--- config.mk ---
export PLATFORM = sky130hd
export DESIGN_NAME = unique_key_set_table_core_flat
export DESIGN_NICKNAME = d
export VERILOG_FILES = /design/src/hw/rtl/ukst_pkg.sv /design/src/hw/rtl/ukst_if.sv /design/src/hw/rtl/ukst_cell.sv /design/src/hw/rtl/unique_key_set_table_core.sv /design/src/flat_wrapper.sv
export SDC_FILE = /design/constraint.sdc
export NUM_CORES = 1
export LEC_CHECK = 0
export BUFFER_PORTS_ARGS = -buffer_cell sky130_fd_sc_hd__buf_2
export CORE_MARGIN = 2
export CORE_UTILIZATION = 35
export CTS_CLUSTER_DIAMETER = 100
export DETAILED_ROUTE_END_ITERATION = 8
export GPL_TIMING_DRIVEN = 1
export SLEW_MARGIN = 20
export SYNTH_ARGS = -nofsm -noshare
export SYNTH_HDL_FRONTEND = slang
export SYNTH_SLANG_ARGS = --single-unit
--- constraint.sdc ---
create_clock -name clk -period 8.8 [get_ports clk]
set_clock_uncertainty 0.2 [all_clocks]
set_input_delay 0.44 -clock clk [delete_from_list [all_inputs] [get_ports clk]]
set_output_delay 0.44 -clock clk [all_outputs]
set_load 0.005 [all_outputs]
--- src/hw/rtl/ukst_pkg.sv ---
package ukst_pkg;

    // Fixed widths of the request and response fields.
    localparam int OP_W          = 2;
    localparam int KEY_FIELD_W   = 32;
    localparam int STATUS_W      = 2;
    localparam int COUNT_FIELD_W = 4;

    // Widest key the table is built for; used to zero-extend the key field.
    localparam int MAX_KEY_W     = 64;

    // Defaults for the top-level parameters.
    localparam int DEF_CAPACITY  = 10;
    localparam int DEF_KEY_WIDTH = 32;

    // Operation codes.
    localparam logic [OP_W-1:0] OP_ADD    = 2'd0;
    localparam logic [OP_W-1:0] OP_REMOVE = 2'd1;
    localparam logic [OP_W-1:0] OP_QUERY  = 2'd2;

    // Status codes.
    localparam logic [STATUS_W-1:0] ST_OK   = 2'd0;
    localparam logic [STATUS_W-1:0] ST_DUP  = 2'd1;
    localparam logic [STATUS_W-1:0] ST_FULL = 2'd2;
    localparam logic [STATUS_W-1:0] ST_MISS = 2'd3;

    // Commit strobes broadcast to every cell of the chain.
    typedef struct packed {
        logic add_commit;
        logic remove_commit;
    } cell_ctrl_t;

endpackage

--- src/hw/rtl/ukst_if.sv ---
interface ukst_req_if;
    logic                              valid;
    logic                              ready;
    logic [ukst_pkg::OP_W-1:0]         operation;
    logic [ukst_pkg::KEY_FIELD_W-1:0]  key;

    modport source (output valid, output operation, output key, input ready);
    modport sink   (input valid, input operation, input key, output ready);
endinterface

interface ukst_rsp_if;
    logic                               valid;
    logic                               ready;
    logic [ukst_pkg::STATUS_W-1:0]      status;
    logic                               found;
    logic [ukst_pkg::COUNT_FIELD_W-1:0] entry_count;

    modport source (output valid, output status, output found, output entry_count, input ready);
    modport sink   (input valid, input status, input found, input entry_count, output ready);
endinterface

--- src/hw/rtl/ukst_cell.sv ---
module ukst_cell #(
    parameter int KEY_WIDTH = ukst_pkg::DEF_KEY_WIDTH,
    parameter int CNT_W     = 4,
    parameter int INDEX     = 0
) (
    input  logic                    clk,
    input  logic [KEY_WIDTH-1:0]    key,
    input  logic [KEY_WIDTH-1:0]    upper_entry,
    input  logic [CNT_W-1:0]        count,
    input  ukst_pkg::cell_ctrl_t    ctrl,
    input  logic                    chain_in,
    output logic                    chain_out,
    output logic                    match,
    output logic [KEY_WIDTH-1:0]    entry
);

    logic [KEY_WIDTH-1:0] entry_reg;
    logic [KEY_WIDTH-1:0] entry_next;
    logic                 cell_valid;

    // A cell holds a live key when its position lies below the count.
    assign cell_valid = count > CNT_W'(INDEX);
    assign match      = cell_valid && (entry_reg == key);

    // The chain carries "a match sits at or below this cell" upward.
    assign chain_out  = chain_in | match;
    assign entry      = entry_reg;

    always_comb
    begin
        entry_next = entry_reg;
        if (ctrl.add_commit && (count == CNT_W'(INDEX)))
        begin
            entry_next = key;
        end
        else if (ctrl.remove_commit && chain_out)
        begin
            // Close the gap by taking the neighbor's key.
            entry_next = upper_entry;
        end
    end

    always_ff @(posedge clk)
    begin
        entry_reg <= entry_next;
    end

endmodule

--- src/hw/rtl/unique_key_set_table_core.sv ---
// Ordered set of up to CAPACITY distinct keys, KEY_WIDTH bits each.
// The req channel carries one request (operation and key); the rsp channel
// returns exactly one response per request with a status, a found flag and
// the number of stored keys after the request.
// Add appends a key when it is not already present and the table has room.
// Remove deletes the matching key and moves every later key down one place.
// Query, and the unused fourth operation code, only report presence.
// The cells compare the key in parallel and update when the request is
// accepted, and the response is registered, so it appears on rsp in the
// cycle after the request is accepted. A new request can be accepted every
// cycle as long as the receiver takes each response.
// When the receiver stalls, the response register holds its contents and
// req.ready stays low until that response is taken.
// Reset empties the table (the count goes to zero) and drops any pending
// response; the stored keys themselves are not cleared.
module unique_key_set_table_core #(
    parameter int CAPACITY  = ukst_pkg::DEF_CAPACITY,
    parameter int KEY_WIDTH = ukst_pkg::DEF_KEY_WIDTH
) (
    input  logic          clk,
    input  logic          rst_n,
    ukst_req_if.sink      req,
    ukst_rsp_if.source    rsp
);

    localparam int CNT_W = $clog2(CAPACITY + 1);

    logic [CNT_W-1:0]                   count_reg;
    logic [CNT_W-1:0]                   count_next;
    logic                               rsp_valid_reg;
    logic [ukst_pkg::STATUS_W-1:0]      status_reg;
    logic                               found_reg;
    logic [ukst_pkg::COUNT_FIELD_W-1:0] entry_count_reg;

    logic                               fire;
    logic [ukst_pkg::MAX_KEY_W-1:0]     key_wide;
    logic [KEY_WIDTH-1:0]               key_k;
    logic                               hit;
    logic                               full;
    logic [ukst_pkg::STATUS_W-1:0]      status_next;
    logic [CNT_W+ukst_pkg::COUNT_FIELD_W-1:0] count_ext;
    ukst_pkg::cell_ctrl_t               ctrl;

    logic                               chain [CAPACITY+1];
    logic [KEY_WIDTH-1:0]               entry_q [CAPACITY+1];
    logic [CAPACITY-1:0]                match_vec;

    // A new request is taken whenever the response register is free or is
    // being emptied in the same cycle.
    assign req.ready = !rsp_valid_reg || rsp.ready;
    assign fire      = req.valid && req.ready;

    // Key bits above KEY_WIDTH are ignored; narrow keys are zero-extended.
    assign key_wide  = {{(ukst_pkg::MAX_KEY_W - ukst_pkg::KEY_FIELD_W){1'b0}}, req.key};
    assign key_k     = key_wide[KEY_WIDTH-1:0];

    // The chain starts empty below cell zero; the top cell pulls in zeros.
    assign chain[0]          = 1'b0;
    assign entry_q[CAPACITY] = '0;

    for (genvar i = 0; i < CAPACITY; i++)
    begin : g_cell
        ukst_cell #(
            .KEY_WIDTH (KEY_WIDTH),
            .CNT_W     (CNT_W),
            .INDEX     (i)
        ) u_cell (
            .clk         (clk),
            .key         (key_k),
            .upper_entry (entry_q[i+1]),
            .count       (count_reg),
            .ctrl        (ctrl),
            .chain_in    (chain[i]),
            .chain_out   (chain[i+1]),
            .match       (match_vec[i]),
            .entry       (entry_q[i])
        );
    end

    assign hit  = chain[CAPACITY];
    assign full = count_reg == CNT_W'(CAPACITY);

    // Duplicate check comes before the full check on an add.
    always_comb
    begin
        status_next        = ukst_pkg::ST_OK;
        count_next         = count_reg;
        ctrl.add_commit    = 1'b0;
        ctrl.remove_commit = 1'b0;
        unique case (req.operation)
            ukst_pkg::OP_ADD:
            begin
                if (hit)
                begin
                    status_next = ukst_pkg::ST_DUP;
                end
                else if (full)
                begin
                    status_next = ukst_pkg::ST_FULL;
                end
                else
                begin
                    ctrl.add_commit = fire;
                    count_next      = count_reg + CNT_W'(1);
                end
            end
            ukst_pkg::OP_REMOVE:
            begin
                if (hit)
                begin
                    ctrl.remove_commit = fire;
                    count_next         = count_reg - CNT_W'(1);
                end
                else
                begin
                    status_next = ukst_pkg::ST_MISS;
                end
            end
            default:
            begin
                status_next = ukst_pkg::ST_OK;
            end
        endcase
    end

    assign count_ext = {{ukst_pkg::COUNT_FIELD_W{1'b0}}, count_next};

    always_ff @(posedge clk or negedge rst_n)
    begin
        if (!rst_n)
        begin
            count_reg     <= '0;
            rsp_valid_reg <= 1'b0;
        end
        else
        begin
            if (fire)
            begin
                count_reg     <= count_next;
                rsp_valid_reg <= 1'b1;
            end
            else if (rsp.ready)
            begin
                rsp_valid_reg <= 1'b0;
            end
        end
    end

    always_ff @(posedge clk)
    begin
        if (fire)
        begin
            status_reg      <= status_next;
            found_reg       <= hit;
            entry_count_reg <= count_ext[ukst_pkg::COUNT_FIELD_W-1:0];
        end
    end

    assign rsp.valid       = rsp_valid_reg;
    assign rsp.status      = status_reg;
    assign rsp.found       = found_reg;
    assign rsp.entry_count = entry_count_reg;

    // The count never runs past the number of cells.
    a_count_bound: assert property (@(posedge clk) disable iff (!rst_n)
        count_reg <= CNT_W'(CAPACITY))
        else $error("entry count exceeds capacity");

    // Stored keys are distinct, so at most one live cell can match.
    a_unique_match: assert property (@(posedge clk) disable iff (!rst_n)
        $onehot0(match_vec))
        else $error("more than one cell matches the key");

    // A successful add grows the table by exactly one key.
    a_add_grows: assert property (@(posedge clk) disable iff (!rst_n)
        ctrl.add_commit |=> count_reg == $past(count_reg) + CNT_W'(1))
        else $error("add did not grow the count by one");

    // A successful remove shrinks the table by exactly one key.
    a_remove_shrinks: assert property (@(posedge clk) disable iff (!rst_n)
        ctrl.remove_commit |=> count_reg == $past(count_reg) - CNT_W'(1))
        else $error("remove did not shrink the count by one");

    // Found flag agrees with the status of a rejected request.
    a_status_found: assert property (@(posedge clk) disable iff (!rst_n)
        rsp_valid_reg |->
            ((status_reg == ukst_pkg::ST_DUP) == found_reg) ||
            (status_reg == ukst_pkg::ST_OK))
        else $error("status and found flag disagree");

endmodule
--- src/flat_wrapper.sv ---
// flat-port wrapper written by rule: the top's interface ports become plain ports
module unique_key_set_table_core_flat 
#(
    parameter int CAPACITY  = ukst_pkg::DEF_CAPACITY,
    parameter int KEY_WIDTH = ukst_pkg::DEF_KEY_WIDTH
)
  (clk, rst_n, req_valid, req_operation, req_key, req_ready, rsp_valid, rsp_status, rsp_found, rsp_entry_count, rsp_ready);
  ukst_req_if req_i ();
  ukst_rsp_if rsp_i ();
  input  logic clk;
  input  logic rst_n;
  input wire logic [$bits(req_i.valid)-1:0] req_valid;
  input wire logic [$bits(req_i.operation)-1:0] req_operation;
  input wire logic [$bits(req_i.key)-1:0] req_key;
  output wire logic [$bits(req_i.ready)-1:0] req_ready;
  output wire logic [$bits(rsp_i.valid)-1:0] rsp_valid;
  output wire logic [$bits(rsp_i.status)-1:0] rsp_status;
  output wire logic [$bits(rsp_i.found)-1:0] rsp_found;
  output wire logic [$bits(rsp_i.entry_count)-1:0] rsp_entry_count;
  input wire logic [$bits(rsp_i.ready)-1:0] rsp_ready;
  assign req_i.valid = req_valid;
  assign req_i.operation = req_operation;
  assign req_i.key = req_key;
  assign req_ready = req_i.ready;
  assign rsp_valid = rsp_i.valid;
  assign rsp_status = rsp_i.status;
  assign rsp_found = rsp_i.found;
  assign rsp_entry_count = rsp_i.entry_count;
  assign rsp_i.ready = rsp_ready;
  unique_key_set_table_core #(.CAPACITY(CAPACITY), .KEY_WIDTH(KEY_WIDTH)) u_core (.clk(clk), .rst_n(rst_n), .req(req_i), .rsp(rsp_i));
endmodule
Word level (Yosys, flattened, before mapping)
Index checks and enable logic that the tools add are counted.
{"block": "word_totals", "regBits": 332, "output_inout_bits": 9, "word_cells": 138}
{"block": "op_classes", "n_addsub": 2, "order_cmp": 10, "eq_ne": 21, "n_mux": 35, "bitwise_logic": 9, "reduce_logical": 46}
{"operator": "$mux W32", "n": 20}
{"operator": "$eq A32 B32 Y1", "n": 10}
{"operator": "$logic_and A1 B1 Y1", "n": 31}
{"operator": "$reduce_bool A2 Y1", "n": 11}
{"operator": "$eq A4 B3 Y1 const B", "n": 4}
{"operator": "$gt A4 B3 Y1 const B", "n": 4}
{"operator": "$eq A4 B4 Y1 const B", "n": 3}
{"operator": "$mux W4", "n": 3}
{"operator": "$or A1 B1 Y1", "n": 9}
{"operator": "$eq A4 B2 Y1 const B", "n": 2}
{"operator": "$gt A4 B1 Y1 const B", "n": 2}
{"operator": "$gt A4 B2 Y1 const B", "n": 2}
{"operator": "$gt A4 B4 Y1 const B", "n": 2}
{"operator": "$pmux W4 S2", "n": 1}
{"operator": "$mux W1", "n": 7}
{"operator": "$mux W2", "n": 3}
{"operator": "$add A4 B1 Y4 const B", "n": 1}
{"operator": "$eq A4 B1 Y1 const B", "n": 1}
{"operator": "$logic_not A4 Y1", "n": 1}
{"operator": "$pmux W2 S2", "n": 1}
{"operator": "$sub A4 B1 Y4 const B", "n": 1}
{"operator": "$eq A2 B1 Y1 const B", "n": 1}
{"operator": "$logic_not A2 Y1", "n": 1}
{"operator": "$logic_not A1 Y1", "n": 1}
{"operator": "$logic_or A1 B1 Y1", "n": 1}

Logic depth before layout (Yosys ltp)
{"block": "depth", "depth_word": 16, "mapped_depth": 15}

Hierarchy
From an unflattened synthesis, not the netlist that was laid out.
{"block": "unflattened", "cells_unflattened": 1279, "hier_area_um2": 18760.5}
{"module": "ukst_cell at u_core.g_cell[4].u_cell ...", "n_inst": 2, "cells_each": 119, "area_per_inst_um2": 1736.7, "seq_area_each_um2": 960.9}
{"module": "ukst_cell at u_core.g_cell[2].u_cell", "n_inst": 1, "cells_each": 121, "area_per_inst_um2": 1903.1, "seq_area_each_um2": 960.9}
{"module": "ukst_cell at u_core.g_cell[6].u_cell", "n_inst": 1, "cells_each": 125, "area_per_inst_um2": 1890.6, "seq_area_each_um2": 960.9}
{"module": "ukst_cell at u_core.g_cell[3].u_cell", "n_inst": 1, "cells_each": 121, "area_per_inst_um2": 1880.6, "seq_area_each_um2": 960.9}
{"module": "ukst_cell at u_core.g_cell[7].u_cell", "n_inst": 1, "cells_each": 128, "area_per_inst_um2": 1876.8, "seq_area_each_um2": 960.9}
{"module": "ukst_cell at u_core.g_cell[1].u_cell", "n_inst": 1, "cells_each": 118, "area_per_inst_um2": 1750.4, "seq_area_each_um2": 960.9}
{"module": "ukst_cell at u_core.g_cell[0].u_cell", "n_inst": 1, "cells_each": 119, "area_per_inst_um2": 1747.9, "seq_area_each_um2": 960.9}
{"module": "ukst_cell at u_core.g_cell[5].u_cell", "n_inst": 1, "cells_each": 120, "area_per_inst_um2": 1744.2, "seq_area_each_um2": 960.9}
{"module": "ukst_cell at u_core.g_cell[8].u_cell", "n_inst": 1, "cells_each": 118, "area_per_inst_um2": 1732.9, "seq_area_each_um2": 960.9}
{"module": "unique_key_set_table_core", "n_inst": 1, "cells_each": 71, "area_per_inst_um2": 760.7, "seq_area_each_um2": 335.3}

Worst setup path before layout
No wires, ideal clock.
{"block": "synth_timing", "kind": "register to register", "start": "reg u_core.count_reg[1]", "end": "reg u_core.g_cell[7].u_cell.entry_reg[0], enable pin", "setup_ps": 466, "arrival_time_ps": 4355, "t_required_ps": 8134, "slack_ps": 3779, "path_stages_with_launch": 10, "n_path_buf": 1, "cell_sequence": "dfrtp_1 clkbuf_1 inv_1 ha_1 a311oi_1 nand4_1 or4_1 nand4_1 nor3_4 o21ai_0"}
{"block": "synth_via", "elab_chain_len": 15, "word_cells_on_any_way": 39, "classes_between": "order compare (10); eq/ne (2); mux (5); bitwise (9); reduce/logical (13)"}
{"item": "from (decl)", "line_no": "unique_key_set_table_core.sv:28", "rtl": "logic [CNT_W-1:0] count_reg;"}
{"item": "from (signal assigned)", "line_no": "unique_key_set_table_core.sv:139", "rtl": "count_reg <= count_next;"}
{"item": "$gt A4 B1 Y1", "line_no": "ukst_cell.sv:22", "rtl": "assign cell_valid = count > CNT_W'(INDEX);"}
{"item": "$logic_and A1 B1 Y1", "line_no": "ukst_cell.sv:23", "rtl": "assign match = cell_valid && (entry_reg == key);"}
{"item": "$or A1 B1 Y1 (9 in series)", "line_no": "ukst_cell.sv:26", "rtl": "assign chain_out = chain_in | match;"}
{"item": "$mux W1 (on tied branches)", "line_no": "unique_key_set_table_core.sv:93, unique_key_set_table_core.sv:109"}
{"item": "$mux W1", "line_no": "unique_key_set_table_core.sv:90", "rtl": "unique case (req.operation)"}
{"item": "$logic_and A1 B1 Y1 (on tied branches)", "line_no": "ukst_cell.sv:32, ukst_cell.sv:36"}
{"item": "$reduce_bool A2 Y1 (no source line) (*)"}
{"item": "to (signal assigned)", "line_no": "ukst_cell.sv:45", "rtl": "entry_reg <= entry_next;"}
{"item": "to (decl)", "line_no": "ukst_cell.sv:17", "rtl": "logic [KEY_WIDTH-1:0] entry_reg;"}
Every way passes the cells marked *; elsewhere a longest branch is shown, timed or not.
A chain may end at the register's enable or synchronous reset.

Worst setup path after layout
{"block": "layout_timing", "start": "reg u_core.count_reg[0]", "end": "reg u_core.g_cell[0].u_cell.entry_reg[10], enable pin"}
{"block": "layout_via", "elab_chain_len": 15, "word_cells_on_any_way": 39, "classes_between": "order compare (10); eq/ne (1); mux (5); bitwise (9); reduce/logical (14)"}
{"item": "$gt A4 B1 Y1", "line_no": "ukst_cell.sv:22"}
{"item": "$logic_and A1 B1 Y1", "line_no": "ukst_cell.sv:23"}
{"item": "$or A1 B1 Y1 (9 in series)", "line_no": "ukst_cell.sv:26"}
{"item": "$mux W1 (on tied branches)", "line_no": "unique_key_set_table_core.sv:93, unique_key_set_table_core.sv:109"}
{"item": "$mux W1", "line_no": "unique_key_set_table_core.sv:90"}
{"item": "$logic_and A1 B1 Y1 (on tied branches)", "line_no": "ukst_cell.sv:32, ukst_cell.sv:36"}
{"item": "$reduce_bool A2 Y1 (no source line) (*)"}
{"item": "to (signal assigned)", "line_no": "ukst_cell.sv:45"}
{"item": "to (decl)", "line_no": "ukst_cell.sv:17"}
Marked as above.

==> metrics.md <==
| Metric | Value |
|---|---|
| Lkg Pwr | `6.67 nW` |
| Root buffer cell | `clkbuf_16` |
| Antenna violations before repair | `3` |
| Router iterations before antenna repair | `5` |
| Number of global-route vias before repair | `10700` |
| Starting Density | `0.354` |
| Number of I/O port buffers | `46` |
| Vias | `10400` |
| Hold Crit Class | `in2async` |
| Final period utilization | `0.605` |
| Unrepaired setup endpoints after global routing | `no` |
| Sw Ratio | `0.246` |
| Async SR Flop Fraction | `0.0151` |
| Ys flop type | `edfxtp_1` |
| Layout cell share with drive strength beyond 1 | `0.306` |
| Htree depth | `2` |
| Syn Inst Count | `1314` |
| Outcome | `finished, final reports clean` |
| Mapped Nets | `1357` |
| Post-synthesis cell area | `18600 µm²` |
| Library cells used by synthesis | `54` |
| Skew-Pair Late Insertion Delay | `0.56 ns` |
| Mapped Avg Cell Area | `14.2 µm²` |
| RD Place Congestion | `0.851` |
| Storage element area | `9940 µm²` |
| Final setup margin | `3.47 ns` |
| Internal | `2.69 mW` |
| Max cap viols | `0` |
| Routed length per placed instance | `23.2 µm` |
| Synth-to-Final Area Change | `9.34%` |
| Worst setup path category | `reg2reg` |
| Yosys Warn Count | `0` |
| Area occupied by multi-input gates | `8010 µm²` |
| Max incr delay on CP | `0.63 ns` |
| Max transition margin | `0.328` |
| Area of the die | `55100 µm²` |
| Setup WS pre-CTS | `3.42 ns` |
| CTS Buffer Depth | `3` |
| CTS tree | `built` |
| # rows | `84` |
| Clock-pin slew on the worst setup and hold paths | `0.06 ns` |
| Reg power frac | `0.496` |
| Final WL | `47.1 mm` |
| Clock sinks | `332` |
| Die X | `235 µm` |
| Nets | `1355` |
| Max IR drop VDD | `115 µV` |
| First-pass GRT wire length | `70.1 mm` |
| # DRC | `0` |
| ANT nets after route | `0` |
| CTS Buf Count | `39` |
| Register area share after synthesis | `0.533` |
| WP data arrival | `5.34 ns` |
| Setup TNS | `0 ns` |
| Pin count of the biggest net entering global routing | `34` |
| Number of DRC markers in iteration 0 | `746` |
| Clock group share of total power | `0.423` |
| Slowest CP cell | `a21o_1` |
| Crit path max fanout | `33` |
| Vias per Instance | `5.10` |
| Final setup violation count | `0` |
| Fill cells | `4903` |
| Critical Path RT | `8.82 ns` |
| Worst slew pin tran | `1.00 ns` |
| Area of the core | `52700 µm²` |
| Most frequent cells in the layout | `327 x edfxtp_1, 222 x mux2_2, 178 x xnor2_1` |
| Critical path cell sequence | `inv_1 -> ha_1 -> inv_1 -> a21oi_1 -> nor4_1 -> nand3_1 -> nand4_1 -> nor3_4 -> and2_4 -> inv_4 -> nor4_4 -> buf_4 -> a21o_1 -> buf_4` |
| Worst setup SP type | `flop` |
| DIE HEIGHT | `235 µm` |
| Logic pwr share | `0.082` |
| EDFF count, synth | `327` |
| Congestion Overflow GR | `0` |
| Fmax | `188 MHz` |
| I/O pin cnt | `47` |
| Final hold viol count | `0` |
| GRT Overall Usage | `0.169` |
| #FFs+latches synth | `332` |
| Number of flip-flops in the largest register | `320` |
| Final Max Tran Viols | `0` |
| DP Wirelength | `33.5 mm` |
| Critical Path Sink Type | `flop` |
| Min Tclk post-route | `5.33 ns` |
| Most common cell after layout, fill and taps aside | `edfxtp_1` |
| Net switching power | `878 µW` |
| Pwr per Cell Area | `175 nW/µm²` |
[synth_stat cells, drive strengths merged (2+ instances only)]
library cell / number / area (µm²)
nand4: 50 / 313
clkbuf: 41 / 154
xor2: 144 / 1260
nor3: 10 / 61.3
a211oi: 2 / 15.0
edfxtp: 327 / 9820
a21oi: 8 / 40.0
and3: 2 / 12.5
mux2i: 5 / 50.1
dfrtp: 5 / 125
inv: 9 / 36.3
or4: 4 / 37.5
ha: 5 / 62.6
nand2b: 4 / 25.0
a21o: 4 / 30.0
a2111oi: 3 / 26.3
nand2: 19 / 71.3
mux2: 289 / 3470
or2: 3 / 18.8
buf: 66 / 528
and2: 33 / 209
o311ai: 2 / 17.5
nand3: 18 / 90.1
nor2: 13 / 51.3
o21ai: 9 / 45.0
nor4: 46 / 369
nor2b: 2 / 12.5
xnor2: 178 / 1560
[worst max-delay path, delay by kind of cell (launching register included)]
| kind | cells | cell delay [ns] |
|---|---|---|
| fa+ha+maj | 1 | 0.50 |
| compound gates | 2 | 0.93 |
| simple gates | 6 | 1.40 |
| buf+inv | 5 | 1.41 |
| flops | 1 | 0.51 |
[repair_timing]
item / 4_1_cts / 5_1_grt
setup buffers: 0 / 0
endpoints found under the hold margin: 6 / 0
hold buffers: 3 / 0
gates resized for setup: 0 / 0
[cell type report]
| cell class | instances | share of cell area |
|---|---|---|
| timing repair buffer | 64 | 0.0183 |
| antenna | 4 | 0.000491 |
| inverter | 9 | 0.00178 |
| sequential | 332 | 0.488 |
| multi-input combinational | 866 | 0.393 |
| tap | 688 | 0.0422 |
| clock inverter | 21 | 0.00669 |
| clock buffer | 49 | 0.0497 |
[metal layers]
metal | routed length, µm | up-vias | part of all wire | global-route usage
met3 | 1590 | 83 | 0.034 | 0.0202
met2 | 24000 | 225 | 0.51 | 0.295
met1 | 19900 | 5252 | 0.42 | 0.211
met5 | 0 | - | 0 | 0
met4 | 1710 | 0 | 0.036 | 0.0708
li1 | - | 4814 | - | -
[path summary, 6_finish.rpt]
path / start / end / slack [ns] / depth (start not counted)
setup / recovery: u_core.count_reg[0] / u_core.g_cell[0].u_cell.entry[10] / 3.47 / 14
hold / removal: rst_n / u_core.count_reg[3] / 0.04 / 2
setup reg to reg: u_core.count_reg[0] / u_core.g_cell[0].u_cell.entry[10] / 3.47 / 14
hold reg to reg: u_core.g_cell[3].u_cell.entry[24] / u_core.g_cell[2].u_cell.entry[24] / 0.38 / 1
max in group asynchronous: rst_n / u_core.count_reg[2] / 8.20 / 2
min in group clk: req_operation[1] / u_core.rsp.status[0] / 0.12 / 2
[cell families after synthesis]
family / Yosys count / share of synthesized area
compound gates: 39 / 0.0152
xor+xnor: 322 / 0.151
fa+ha+maj: 5 / 0.00336
simple gates: 206 / 0.0693
mux: 294 / 0.189
flops: 332 / 0.533
buf+inv: 116 / 0.0385
[through the flow]
step / hold slack, ns / util / power, mW / cell area (µm²) / instances
after floorplan: -0.0556 / - / 2.00 / 18600 / 1314
after global placement: 0.0663 / 0.365 / 2.09 / 19200 / 1956
after detailed placement: 0.0680 / 0.365 / 2.09 / 19200 / 1956
after CTS: 0.0174 / 0.387 / 3.60 / 20400 / 2029
after global routing: 0.0471 / 0.387 / 3.67 / 20400 / 2032
final: 0.0440 / 0.387 / 3.56 / 20400 / 2033
[power by group through the flow]
stage | clock (mW) | sequential (mW) | combinational [mW]
2_1_floorplan | 0 | 1.78 | 0.213
3_3_place_gp | 0 | 1.80 | 0.291
3_5_place_dp | 0 | 1.80 | 0.291
4_1_cts | 1.54 | 1.77 | 0.294
5_1_grt | 1.59 | 1.77 | 0.311
6_report | 1.51 | 1.77 | 0.291
No activity file was read; power rests on OpenSTA's default activity.
